==> config.mk <==
export PLATFORM = sky130hd
export DESIGN_NAME = biquad_lowpass_filter_unit
export DESIGN_NICKNAME = d
export VERILOG_FILES = /design/src/blpf_pkg.sv /design/src/biquad_lowpass_filter_unit.sv
export SDC_FILE = /design/constraint.sdc
export NUM_CORES = 2
export LEC_CHECK = 0
export BUFFER_PORTS_ARGS = -buffer_cell sky130_fd_sc_hd__buf_2
export CAP_MARGIN = 20
export CORE_MARGIN = 5
export CORE_UTILIZATION = 35
export CTS_BUF_LIST = sky130_fd_sc_hd__clkbuf_2
export CTS_CLUSTER_SIZE = 25
export DETAILED_ROUTE_END_ITERATION = 6
export SYNTH_ARGS = -nofsm -noshare
export SYNTH_HDL_FRONTEND = slang
export SYNTH_SLANG_ARGS = --single-unit
==> constraint.sdc <==
create_clock -name clk -period 10.2 [get_ports clk]
set_input_delay 0 -clock clk [delete_from_list [all_inputs] [get_ports clk]]
set_output_delay 0 -clock clk [all_outputs]
set_load 0.02 [all_outputs]
==> src/blpf_pkg.sv <==
// shared constants, types and the microcode table of the biquad low-pass unit
package blpf_pkg;

  localparam int SAMPLE_W_DEF = 24;
  localparam int STATE_W_DEF  = 48;
  localparam int COEF_W       = 26;
  localparam int GAIN_W       = 40;
  localparam int COEF_FRAC    = 22;
  localparam int STATE_FRAC   = 12;
  localparam int Q_FRAC       = COEF_FRAC + STATE_FRAC;
  localparam int ACTION_W     = 2;
  localparam int CFG_IDX_W    = 3;
  localparam int CFG_DATA_W   = 40;
  localparam int GLO_W        = GAIN_W / 2;
  localparam int GHI_W        = GAIN_W - GLO_W;
  localparam int PC_W         = 5;

  localparam logic [COEF_W-1:0] COEF_ONE = COEF_W'(1) << COEF_FRAC;
  localparam logic [GAIN_W-1:0] GAIN_ONE = GAIN_W'(1) << COEF_FRAC;

  typedef enum logic [ACTION_W-1:0] {
    ACT_FILTER = 2'd0,
    ACT_PRESET = 2'd1,
    ACT_CLEAR  = 2'd2
  } action_t;

  typedef enum logic [CFG_IDX_W-1:0] {
    REG_B0     = 3'd0,
    REG_B1     = 3'd1,
    REG_B2     = 3'd2,
    REG_A1     = 3'd3,
    REG_A2     = 3'd4,
    REG_GAIN   = 3'd5,
    REG_BYPASS = 3'd6
  } cfg_reg_t;

  // multiplier operand selects
  typedef enum logic [2:0] {A_NONE, A_X, A_B0, A_B1, A_B2, A_A1, A_A2} a_sel_t;
  typedef enum logic [3:0] {
    B_NONE, B_D1LO, B_D1HI, B_D2LO, B_D2HI, B_WLO, B_WHI, B_GLO, B_GHI
  } b_sel_t;

  typedef enum logic [1:0] {DST_NONE, DST_W, DST_Y} dst_t;
  typedef enum logic [1:0] {SH_0, SH_STATE, SH_GAIN} sh_t;
  typedef enum logic [1:0] {INIT_NONE, INIT_XQ, INIT_ZERO} init_t;
  typedef enum logic [1:0] {WR_NONE, WR_SHIFT, WR_PRESET, WR_CLEAR} wr_t;
  typedef enum logic [1:0] {EM_NONE, EM_Y, EM_X} emit_t;

  typedef struct packed {
    a_sel_t a_sel;
    b_sel_t b_sel;
    dst_t   dst;
    logic   neg;
    sh_t    sh;
    init_t  init;
    logic   form_w;
    wr_t    wr;
    emit_t  emit;
    logic   last;
  } ucw_t;

  // accumulate command for the product issued one step earlier
  typedef struct packed {
    dst_t dst;
    logic neg;
    sh_t  sh;
  } pend_t;

  localparam ucw_t UCW_NOP = '{a_sel: A_NONE, b_sel: B_NONE, dst: DST_NONE, neg: 1'b0,
                               sh: SH_0, init: INIT_NONE, form_w: 1'b0, wr: WR_NONE,
                               emit: EM_NONE, last: 1'b0};
  localparam pend_t PEND_NONE = '{dst: DST_NONE, neg: 1'b0, sh: SH_0};

  localparam logic [PC_W-1:0] ENT_FILTER = PC_W'(0);
  localparam logic [PC_W-1:0] ENT_PRESET = PC_W'(12);
  localparam logic [PC_W-1:0] ENT_CLEAR  = PC_W'(16);
  localparam logic [PC_W-1:0] ENT_BYPASS = PC_W'(17);
  localparam logic [PC_W-1:0] UC_LAST    = PC_W'(17);

  // control store
  function automatic ucw_t ucode(input logic [PC_W-1:0] pc);
    ucw_t w;
    w = UCW_NOP;
    unique case (pc)
      // filter: w = x - a1*d1 - a2*d2, y = b0*w + b1*d1 + b2*d2
      PC_W'(0): begin
        w.a_sel = A_A1; w.b_sel = B_D1LO; w.dst = DST_W; w.neg = 1'b1; w.init = INIT_XQ;
      end
      PC_W'(1): begin
        w.a_sel = A_A1; w.b_sel = B_D1HI; w.dst = DST_W; w.neg = 1'b1; w.sh = SH_STATE;
      end
      PC_W'(2): begin
        w.a_sel = A_A2; w.b_sel = B_D2LO; w.dst = DST_W; w.neg = 1'b1;
      end
      PC_W'(3): begin
        w.a_sel = A_A2; w.b_sel = B_D2HI; w.dst = DST_W; w.neg = 1'b1; w.sh = SH_STATE;
      end
      PC_W'(4): begin
        w.a_sel = A_B1; w.b_sel = B_D1LO; w.dst = DST_Y;
      end
      PC_W'(5): begin
        w.a_sel = A_B1; w.b_sel = B_D1HI; w.dst = DST_Y; w.sh = SH_STATE; w.form_w = 1'b1;
      end
      PC_W'(6): begin
        w.a_sel = A_B2; w.b_sel = B_D2LO; w.dst = DST_Y;
      end
      PC_W'(7): begin
        w.a_sel = A_B2; w.b_sel = B_D2HI; w.dst = DST_Y; w.sh = SH_STATE;
      end
      PC_W'(8): begin
        w.a_sel = A_B0; w.b_sel = B_WLO; w.dst = DST_Y;
      end
      PC_W'(9): begin
        w.a_sel = A_B0; w.b_sel = B_WHI; w.dst = DST_Y; w.sh = SH_STATE;
      end
      PC_W'(10): begin
      end
      PC_W'(11): begin
        w.emit = EM_Y; w.wr = WR_SHIFT; w.last = 1'b1;
      end
      // preset: d1 = d2 = x * gain
      PC_W'(12): begin
        w.a_sel = A_X; w.b_sel = B_GLO; w.dst = DST_W; w.init = INIT_ZERO;
      end
      PC_W'(13): begin
        w.a_sel = A_X; w.b_sel = B_GHI; w.dst = DST_W; w.sh = SH_GAIN;
      end
      PC_W'(14): begin
      end
      PC_W'(15): begin
        w.wr = WR_PRESET; w.last = 1'b1;
      end
      PC_W'(16): begin
        w.wr = WR_CLEAR; w.last = 1'b1;
      end
      PC_W'(17): begin
        w.emit = EM_X; w.last = 1'b1;
      end
      default: begin
      end
    endcase
    return w;
  endfunction

  function automatic int max_i(input int a, input int b);
    return (a > b) ? a : b;
  endfunction

endpackage

==> src/biquad_lowpass_filter_unit.sv <==
// biquad low-pass filter unit: microcoded direct form ii datapath with one shared multiplier
//
//   channel  dir  handshake               payload
//   in_      in   in_tvalid / in_tready   in_tuser: action, in_tdata: value
//   out_     out  out_tvalid / out_tready out_tdata: filtered
//   cfg_     in   cfg_wr_en               cfg_addr: register index, cfg_wdata: value
//
// a filtered sample runs 12 microcode steps, set by the ten partial products
// that pass one after another through the single multiplier, a step that lands the last product and y rounding
// a preset takes 4 steps, a clear or a bypassed sample 1 step; the next item is
// taken in the cycle that the last step of the current one completes
// rst_n (synchronous) clears the sequencer, the output valid, both delay elements
// and loads the register reset values
// a step that emits waits while the output register holds an item not yet taken

module biquad_lowpass_filter_unit #(
  parameter int SAMPLE_WIDTH = blpf_pkg::SAMPLE_W_DEF,
  parameter int STATE_WIDTH  = blpf_pkg::STATE_W_DEF,
  localparam int TDATA_W     = ((SAMPLE_WIDTH + 7) / 8) * 8
) (
  input  logic                             clk,
  input  logic                             rst_n,
  input  logic                             in_tvalid,
  output logic                             in_tready,
  input  logic [TDATA_W-1:0]               in_tdata,   // value
  input  logic [blpf_pkg::ACTION_W-1:0]    in_tuser,   // action
  output logic                             out_tvalid,
  input  logic                             out_tready,
  output logic [TDATA_W-1:0]               out_tdata,  // filtered
  input  logic                             cfg_wr_en,
  input  logic [blpf_pkg::CFG_IDX_W-1:0]   cfg_addr,
  input  logic [blpf_pkg::CFG_DATA_W-1:0]  cfg_wdata
);
  import blpf_pkg::*;

  // state is split in an unsigned low half and a signed high half
  localparam int LO_W  = STATE_WIDTH / 2;
  localparam int HI_W  = STATE_WIDTH - LO_W;
  localparam int AW    = max_i(COEF_W, SAMPLE_WIDTH);
  localparam int BW    = max_i(max_i(HI_W, LO_W + 1), GHI_W + 1);
  localparam int PW    = AW + BW;
  localparam int ACC_W = max_i(max_i(SAMPLE_WIDTH + Q_FRAC, COEF_W + STATE_WIDTH),
                               SAMPLE_WIDTH + GAIN_W) + 4;

  localparam logic signed [ACC_W-1:0] HALF_W = ACC_W'(1) << (COEF_FRAC - 1);
  localparam logic signed [ACC_W-1:0] HALF_P = ACC_W'(1) << (COEF_FRAC - STATE_FRAC - 1);
  localparam logic signed [ACC_W-1:0] HALF_Y = ACC_W'(1) << (Q_FRAC - 1);

  function automatic logic [STATE_WIDTH-1:0] sat_state(input logic signed [ACC_W-1:0] v);
    logic [ACC_W-STATE_WIDTH:0] top;
    top = v[ACC_W-1:STATE_WIDTH-1];
    if ((&top) || !(|top)) return v[STATE_WIDTH-1:0];
    return {v[ACC_W-1], {(STATE_WIDTH-1){~v[ACC_W-1]}}};
  endfunction

  function automatic logic [SAMPLE_WIDTH-1:0] sat_sample(input logic signed [ACC_W-1:0] v);
    logic [ACC_W-SAMPLE_WIDTH:0] top;
    top = v[ACC_W-1:SAMPLE_WIDTH-1];
    if ((&top) || !(|top)) return v[SAMPLE_WIDTH-1:0];
    return {v[ACC_W-1], {(SAMPLE_WIDTH-1){~v[ACC_W-1]}}};
  endfunction

  // configuration registers
  logic signed [COEF_W-1:0] b0_r, b1_r, b2_r, a1_r, a2_r;
  logic [GAIN_W-1:0]        gain_r;
  logic                     bypass_r;

  // sequencer
  logic            busy_r, busy_nxt;
  logic [PC_W-1:0] pc_r, pc_nxt;
  pend_t           pend_r, pend_nxt;
  ucw_t            uw;
  logic            stall, step_go, in_fire, start;
  logic [PC_W-1:0] entry;

  // datapath
  logic signed [SAMPLE_WIDTH-1:0] x_r;
  logic [STATE_WIDTH-1:0]         d1_r, d2_r, w_r;
  logic signed [AW-1:0]           a_op;
  logic signed [BW-1:0]           b_op;
  logic signed [PW-1:0]           prod_r;
  logic signed [ACC_W-1:0]        accw_r, accw_nxt, accy_r, accy_nxt;
  logic signed [ACC_W-1:0]        prod_ext, addend, acc_src, acc_sum;
  logic signed [ACC_W-1:0]        w_full, pre_full, y_full;
  logic                           out_valid_r, out_valid_nxt;
  logic [SAMPLE_WIDTH-1:0]        out_data_r;

  always_ff @(posedge clk) begin
    if (!rst_n) begin
      b0_r     <= COEF_ONE;
      b1_r     <= '0;
      b2_r     <= '0;
      a1_r     <= '0;
      a2_r     <= '0;
      gain_r   <= GAIN_ONE;
      bypass_r <= 1'b1;
    end else if (cfg_wr_en) begin
      unique case (cfg_addr)
        REG_B0:     b0_r     <= signed'(cfg_wdata[COEF_W-1:0]);
        REG_B1:     b1_r     <= signed'(cfg_wdata[COEF_W-1:0]);
        REG_B2:     b2_r     <= signed'(cfg_wdata[COEF_W-1:0]);
        REG_A1:     a1_r     <= signed'(cfg_wdata[COEF_W-1:0]);
        REG_A2:     a2_r     <= signed'(cfg_wdata[COEF_W-1:0]);
        REG_GAIN:   gain_r   <= cfg_wdata[GAIN_W-1:0];
        REG_BYPASS: bypass_r <= cfg_wdata[0];
        default: begin
        end
      endcase
    end
  end

  // dispatch: the action picks the microcode entry, code 3 is dropped
  always_comb begin
    start = 1'b0;
    entry = ENT_FILTER;
    unique case (in_tuser)
      ACT_FILTER: begin
        start = 1'b1;
        entry = bypass_r ? ENT_BYPASS : ENT_FILTER;
      end
      ACT_PRESET: begin
        start = 1'b1;
        entry = ENT_PRESET;
      end
      ACT_CLEAR: begin
        start = 1'b1;
        entry = ENT_CLEAR;
      end
      default: begin
      end
    endcase
  end

  assign uw      = ucode(pc_r);
  assign stall   = (uw.emit != EM_NONE) && out_valid_r && !out_tready;
  assign step_go = busy_r && !stall;
  // a new item may enter in the cycle that the last step retires
  assign in_tready = !busy_r || (step_go && uw.last);
  assign in_fire   = in_tvalid && in_tready;

  always_comb begin
    busy_nxt = busy_r;
    pc_nxt   = pc_r;
    if (in_fire && start) begin
      busy_nxt = 1'b1;
      pc_nxt   = entry;
    end else if (step_go) begin
      if (uw.last) begin
        busy_nxt = 1'b0;
      end else begin
        pc_nxt = pc_r + PC_W'(1);
      end
    end
    pend_nxt = PEND_NONE;
    if (step_go) begin
      pend_nxt = '{dst: uw.dst, neg: uw.neg, sh: uw.sh};
    end
  end

  always_ff @(posedge clk) begin
    if (!rst_n) begin
      busy_r <= 1'b0;
      pc_r   <= ENT_FILTER;
      pend_r <= PEND_NONE;
    end else begin
      busy_r <= busy_nxt;
      pc_r   <= pc_nxt;
      pend_r <= pend_nxt;
    end
  end

  always_ff @(posedge clk) begin
    if (in_fire) begin
      x_r <= signed'(in_tdata[SAMPLE_WIDTH-1:0]);
    end
  end

  // shared multiplier operands
  always_comb begin
    unique case (uw.a_sel)
      A_X:     a_op = AW'(x_r);
      A_B0:    a_op = AW'(b0_r);
      A_B1:    a_op = AW'(b1_r);
      A_B2:    a_op = AW'(b2_r);
      A_A1:    a_op = AW'(a1_r);
      A_A2:    a_op = AW'(a2_r);
      default: a_op = '0;
    endcase
    unique case (uw.b_sel)
      B_D1LO:  b_op = signed'(BW'({1'b0, d1_r[LO_W-1:0]}));
      B_D1HI:  b_op = BW'(signed'(d1_r[STATE_WIDTH-1:LO_W]));
      B_D2LO:  b_op = signed'(BW'({1'b0, d2_r[LO_W-1:0]}));
      B_D2HI:  b_op = BW'(signed'(d2_r[STATE_WIDTH-1:LO_W]));
      B_WLO:   b_op = signed'(BW'({1'b0, w_r[LO_W-1:0]}));
      B_WHI:   b_op = BW'(signed'(w_r[STATE_WIDTH-1:LO_W]));
      B_GLO:   b_op = signed'(BW'({1'b0, gain_r[GLO_W-1:0]}));
      B_GHI:   b_op = signed'(BW'({1'b0, gain_r[GAIN_W-1:GLO_W]}));
      default: b_op = '0;
    endcase
  end

  always_ff @(posedge clk) begin
    prod_r <= a_op * b_op;
  end

  // accumulate the registered product, weighted by its half position
  assign prod_ext = ACC_W'(prod_r);
  always_comb begin
    case (pend_r.sh)
      SH_STATE: addend = prod_ext <<< LO_W;
      SH_GAIN:  addend = prod_ext <<< GLO_W;
      default:  addend = prod_ext;
    endcase
    acc_src = (pend_r.dst == DST_Y) ? accy_r : accw_r;
    acc_sum = pend_r.neg ? (acc_src - addend) : (acc_src + addend);
  end

  always_comb begin
    accw_nxt = accw_r;
    accy_nxt = accy_r;
    if (step_go && uw.init == INIT_XQ) begin
      accw_nxt = ACC_W'(x_r) <<< Q_FRAC;
      accy_nxt = '0;
    end else if (step_go && uw.init == INIT_ZERO) begin
      accw_nxt = '0;
    end else if (pend_r.dst == DST_W) begin
      accw_nxt = acc_sum;
    end
    if (pend_r.dst == DST_Y) begin
      accy_nxt = acc_sum;
    end
  end

  always_ff @(posedge clk) begin
    accw_r <= accw_nxt;
    accy_r <= accy_nxt;
  end

  // round half up, then saturate
  assign w_full   = (accw_r + HALF_W) >>> COEF_FRAC;
  assign pre_full = (accw_r + HALF_P) >>> (COEF_FRAC - STATE_FRAC);
  assign y_full   = (accy_r + HALF_Y) >>> Q_FRAC;

  always_ff @(posedge clk) begin
    if (step_go && uw.form_w) begin
      w_r <= sat_state(w_full);
    end
  end

  // delay elements
  always_ff @(posedge clk) begin
    if (!rst_n) begin
      d1_r <= '0;
      d2_r <= '0;
    end else if (step_go) begin
      case (uw.wr)
        WR_SHIFT: begin
          d2_r <= d1_r;
          d1_r <= w_r;
        end
        WR_PRESET: begin
          d1_r <= sat_state(pre_full);
          d2_r <= sat_state(pre_full);
        end
        WR_CLEAR: begin
          d1_r <= '0;
          d2_r <= '0;
        end
        default: begin
        end
      endcase
    end
  end

  // output register
  assign out_valid_nxt = (step_go && uw.emit != EM_NONE) || (out_valid_r && !out_tready);

  always_ff @(posedge clk) begin
    if (!rst_n) begin
      out_valid_r <= 1'b0;
    end else begin
      out_valid_r <= out_valid_nxt;
    end
  end

  always_ff @(posedge clk) begin
    if (step_go && uw.emit == EM_Y) begin
      out_data_r <= sat_sample(y_full);
    end else if (step_go && uw.emit == EM_X) begin
      out_data_r <= x_r;
    end
  end

  assign out_tvalid = out_valid_r;
  assign out_tdata  = TDATA_W'(out_data_r);

  // a bypassed sample goes straight to its single emit step
  assert property (@(posedge clk) disable iff (!rst_n)
    in_fire && in_tuser == ACT_FILTER && bypass_r |=> busy_r && pc_r == ENT_BYPASS)
    else $error("bypassed sample did not dispatch to the bypass step");

  // w is rounded only after every feedback product has landed
  assert property (@(posedge clk) disable iff (!rst_n)
    busy_r && uw.form_w |-> pend_r.dst != DST_W)
    else $error("w formed while a feedback product is still pending");

  // y is taken only after every feed-forward product has landed
  assert property (@(posedge clk) disable iff (!rst_n)
    busy_r && uw.emit == EM_Y |-> pend_r.dst != DST_Y)
    else $error("y emitted while a feed-forward product is still pending");

  // the step counter never leaves the control store
  assert property (@(posedge clk) disable iff (!rst_n)
    busy_r |-> pc_r <= UC_LAST)
    else $error("step counter beyond end of program");

  // a stalled emit step holds its place and the delay line
  assert property (@(posedge clk) disable iff (!rst_n)
    busy_r && stall |=> busy_r && $stable(pc_r) && $stable(d1_r))
    else $error("sequencer advanced during an output stall");

endmodule
==> results.yml <==
run_status:
  outcome: "finished clean"
clock_tree:
  clk_latency_ns: 1.58
  clkTransAtPathRegs_ns: 0.10
  clockBufferDepth: 3
  cts_made_buffers: 158
  htreeDepth: 4
  cts_root_buf: "clkbuf_2"
  cts_tree: "done"
  cts.sinks: 582
synthesis:
  synthTopCellsByCount: "1,367 x nand2_1, 806 x inv_1, 682 x fa_1, 494 x nor2_1, 405 x clkbuf_1"
  yosysTopAreaCell: "fa_1"
  synth_seq_area_share: 0.236
  ys_top_cells_by_area: "fa_1 23%, dfxtp_1 12%, edfxtp_1 11%, nand2_1 8.8%, inv_1 5.2%"
  yosysMostFrequentCell: "nand2_1"
  postSynth.asyncResetShare: 0
  syn-cell-area_um2: 58600
  syn-instance-count: 6994
  avgSynthCellArea_um2: 8.37
  ys_ff_latch: 582
  ys_warn_count: 0
  synth-main-ff-cell: "dfxtp_1"
  yosys.area.top_type_share: 0.233
  synth_nets: 7980
  synth_cell_types: 77
  synth_edf_count: 218
routing:
  drt-initial-drc-count: 5123
  via_count: 53094
  drt-total-wl_mm: 222
  post-route-drc-count: 0
  avgRoutedWirePerCell_um: 23.1
  vias_per_cell: 5.52
  dr.pass1.iters: 6
  ant_nets: 0
sta:
  hold_viol_final: 0
  finalSetupViolations: 0
  finalCriticalPeriod_ns: 9.91
  tns_ns: 0
  max_slew_margin: 0.194
  max_freq_mhz: 101
  setup_slack_ns: 0.294
  whs_ns: 0.203
  tightest_slew_ns: 1.21
  finalCritPeriodShare: 0.971
  rsz0062_at_grt: "no"
  slew_violations: 0
  fin_worst_skew_ns: 0.137
worst_setup_path:
  max_stage_delay_ns: 0.56
  crit_arrival_ns: 11.32
  crit_slowest_cell: "fa_1"
  startpoint_type: "flop"
  path_max_fanout: 20
  rr_endpoint: "prod_r[47]"
  crit_cells: 35
  critPathCaptureType: "flop"
  critical_path_class: "flop to flop"
  worstRegToRegCells: 35
  worstReg2RegStart: "pc_r[1]"
  reg2reg_slack_ns: 0.29
  cpMostUsedCell: "fa_1"
  critPathRequiredTime_ns: 11.61
  critPathTopFamily: "adder cells"
  cp_num_buf_inv: 9
placement:
  io_buffers: 99
  place_ws_ns: 0.119
  place.gp.congestion: 0.959
  place_hpwl_mm: 169
die:
  initial_core_util: 0.351
  row_count: 150
  io_pins: 100
  dieWidth_um: 419
  die_h_um: 419
  die_area_um2: 176000
  coreArea_um2: 167000
power_and_ir_drop:
  peakVddDrop_mv: 0.148
  p_per_area_nw_per_um2: 149
  power.total_mw: 9.93
  leakage_nw: 29.5
layout:
  nets: 8287
  final.fill_count: 16724
  fin_util: 0.399
  drive_gt1_frac: 0.0861
  area_delta_synth_final_pct: 13.6
worst_hold_path:
  hold_path_end: "pc_r[3]"
  hold_path.class: "input port to flop"
  hold_path_depth: 6
  worstHoldStart: "in_tuser[1]"
grt:
  grt_pass1_vias: 52913
  grt_pass1_wl_mm: 335
  grt_max_degree: 113
  grt-ovfl-total: 0
  track_usage: 0.251
  antenna_found_initial: 4
run:
  cap_violations: 0
## worst register-to-register path: cells and delay by family, from the launching register on
kind / cells / cell delay [ns]
DFF: 1 / 0.35
and+or+nand+nor: 8 / 1.50
AOI/OAI and AO/OA: 9 / 2.40
adders and majority gates: 9 / 4.36
buffers and inverters: 9 / 1.16
## flip-flops by register name, summed over array words and instances, names as in the netlist
signal and count:
busy_r 1, out_tvalid 1, out_tdata 24, accy_r 78, accw_r 78, b2_r 26, a2_r 26, b0_r 26
pend_r 5, x_r 24, a1_r 26, d1_r 48, gain_r 40, w_r 48, prod_r 51, pc_r 5
d2_r 48, bypass_r 1, b1_r 26
## metal layers
metal / up-vias / part of all wire / track usage
met2: 2460 / 0.44 / 0.386
met3: 493 / 0.095 / 0.0649
met4: 2 / 0.055 / 0.121
met5: - / 0.000077 / 0
met1: 26376 / 0.41 / 0.329
li1: 23763 / - / -
## power breakdown
group	switching, mW	internal [mW]
Clock	1.10	0.691
Combinational	3.38	1.89
Sequential	0.283	2.58
Total	4.77	5.17
## stage by stage
stage | cells | area (µm²)
floorplan | 6994 | 58600
global placement | 9048 | 62000
detailed placement | 9049 | 62000
CTS | 9611 | 66300
global route | 9627 | 66500
finish | 9627 | 66500
## final cells by class
| class | instances | area, µm² | share of cell area |
|---|---|---|---|
| Multi-Input combinational cell | 5175 | 40400 | 0.608 |
| Sequential cell | 582 | 13800 | 0.208 |
| Timing Repair Buffer | 577 | 5010 | 0.0754 |
| Inverter | 807 | 3030 | 0.0455 |
| Tap cell | 2204 | 2760 | 0.0414 |
| Clock buffer | 233 | 1170 | 0.0175 |
| Clock inverter | 44 | 284 | 0.00427 |
| Antenna cell | 5 | 12.5 | 0.000188 |
## cells by family after synthesis
group,synth area share
DFF,0.236
buffers and inverters,0.0798
xor gates and xnor gates,0.0504
and+or+nand+nor,0.177
AOI/OAI and AO/OA,0.167
adders and majority gates,0.282
muxes,0.00765
## what timing repair did
| item | CTS | global route |
|---|---|---|
| hold buffers | 285 | 0 |
| resized for setup | 1 | 22 |
| setup endpoints to repair | 1 | 12 |
| setup buffers | 0 | 10 |
| pin swaps | 0 | 2 |
| endpoints found under the hold margin | 383 | 0 |
## worst max path at each step
stage,startpoint,to,slack (ns)
2_1_floorplan,pc_r[0],prod_r[47],0.32
3_3_place_gp,pc_r[1],prod_r[50],0.20
3_5_place_dp,pc_r[0],prod_r[50],0.12
4_1_cts,pc_r[0],prod_r[50],0.01
5_1_grt,pc_r[1],prod_r[47],0.0002
6_report,pc_r[1],prod_r[47],0.29
## cell usage in the layout (no fill, tap or decap), types with 15 or more instances in the layout
cell type	n
a211o_1	30
a211oi_1	43
a211oi_2	15
a21boi_0	175
a21o_1	112
a21oi_1	307
a221o_1	48
a221oi_1	72
a22o_1	69
a22oi_1	40
a31oi_1	32
and2_1	91
and3_1	43
and4_1	15
buf_2	98
buf_4	176
clkbuf_2	233
clkinv_1	28
dfxtp_1	363
dlygate4sd3_1	281
edfxtp_1	218
fa_1	681
ha_1	227
inv_1	806
mux2i_1	38
nand2_1	1364
nand2b_1	41
nand3_1	98
nand4_1	72
nor2_1	487
nor2b_1	30
nor3_1	73
nor4_1	39
o21a_1	24
o21ai_0	343
o21bai_1	28
xnor2_1	185
xor2_1	152
Power figures use the tool's default switching activity.
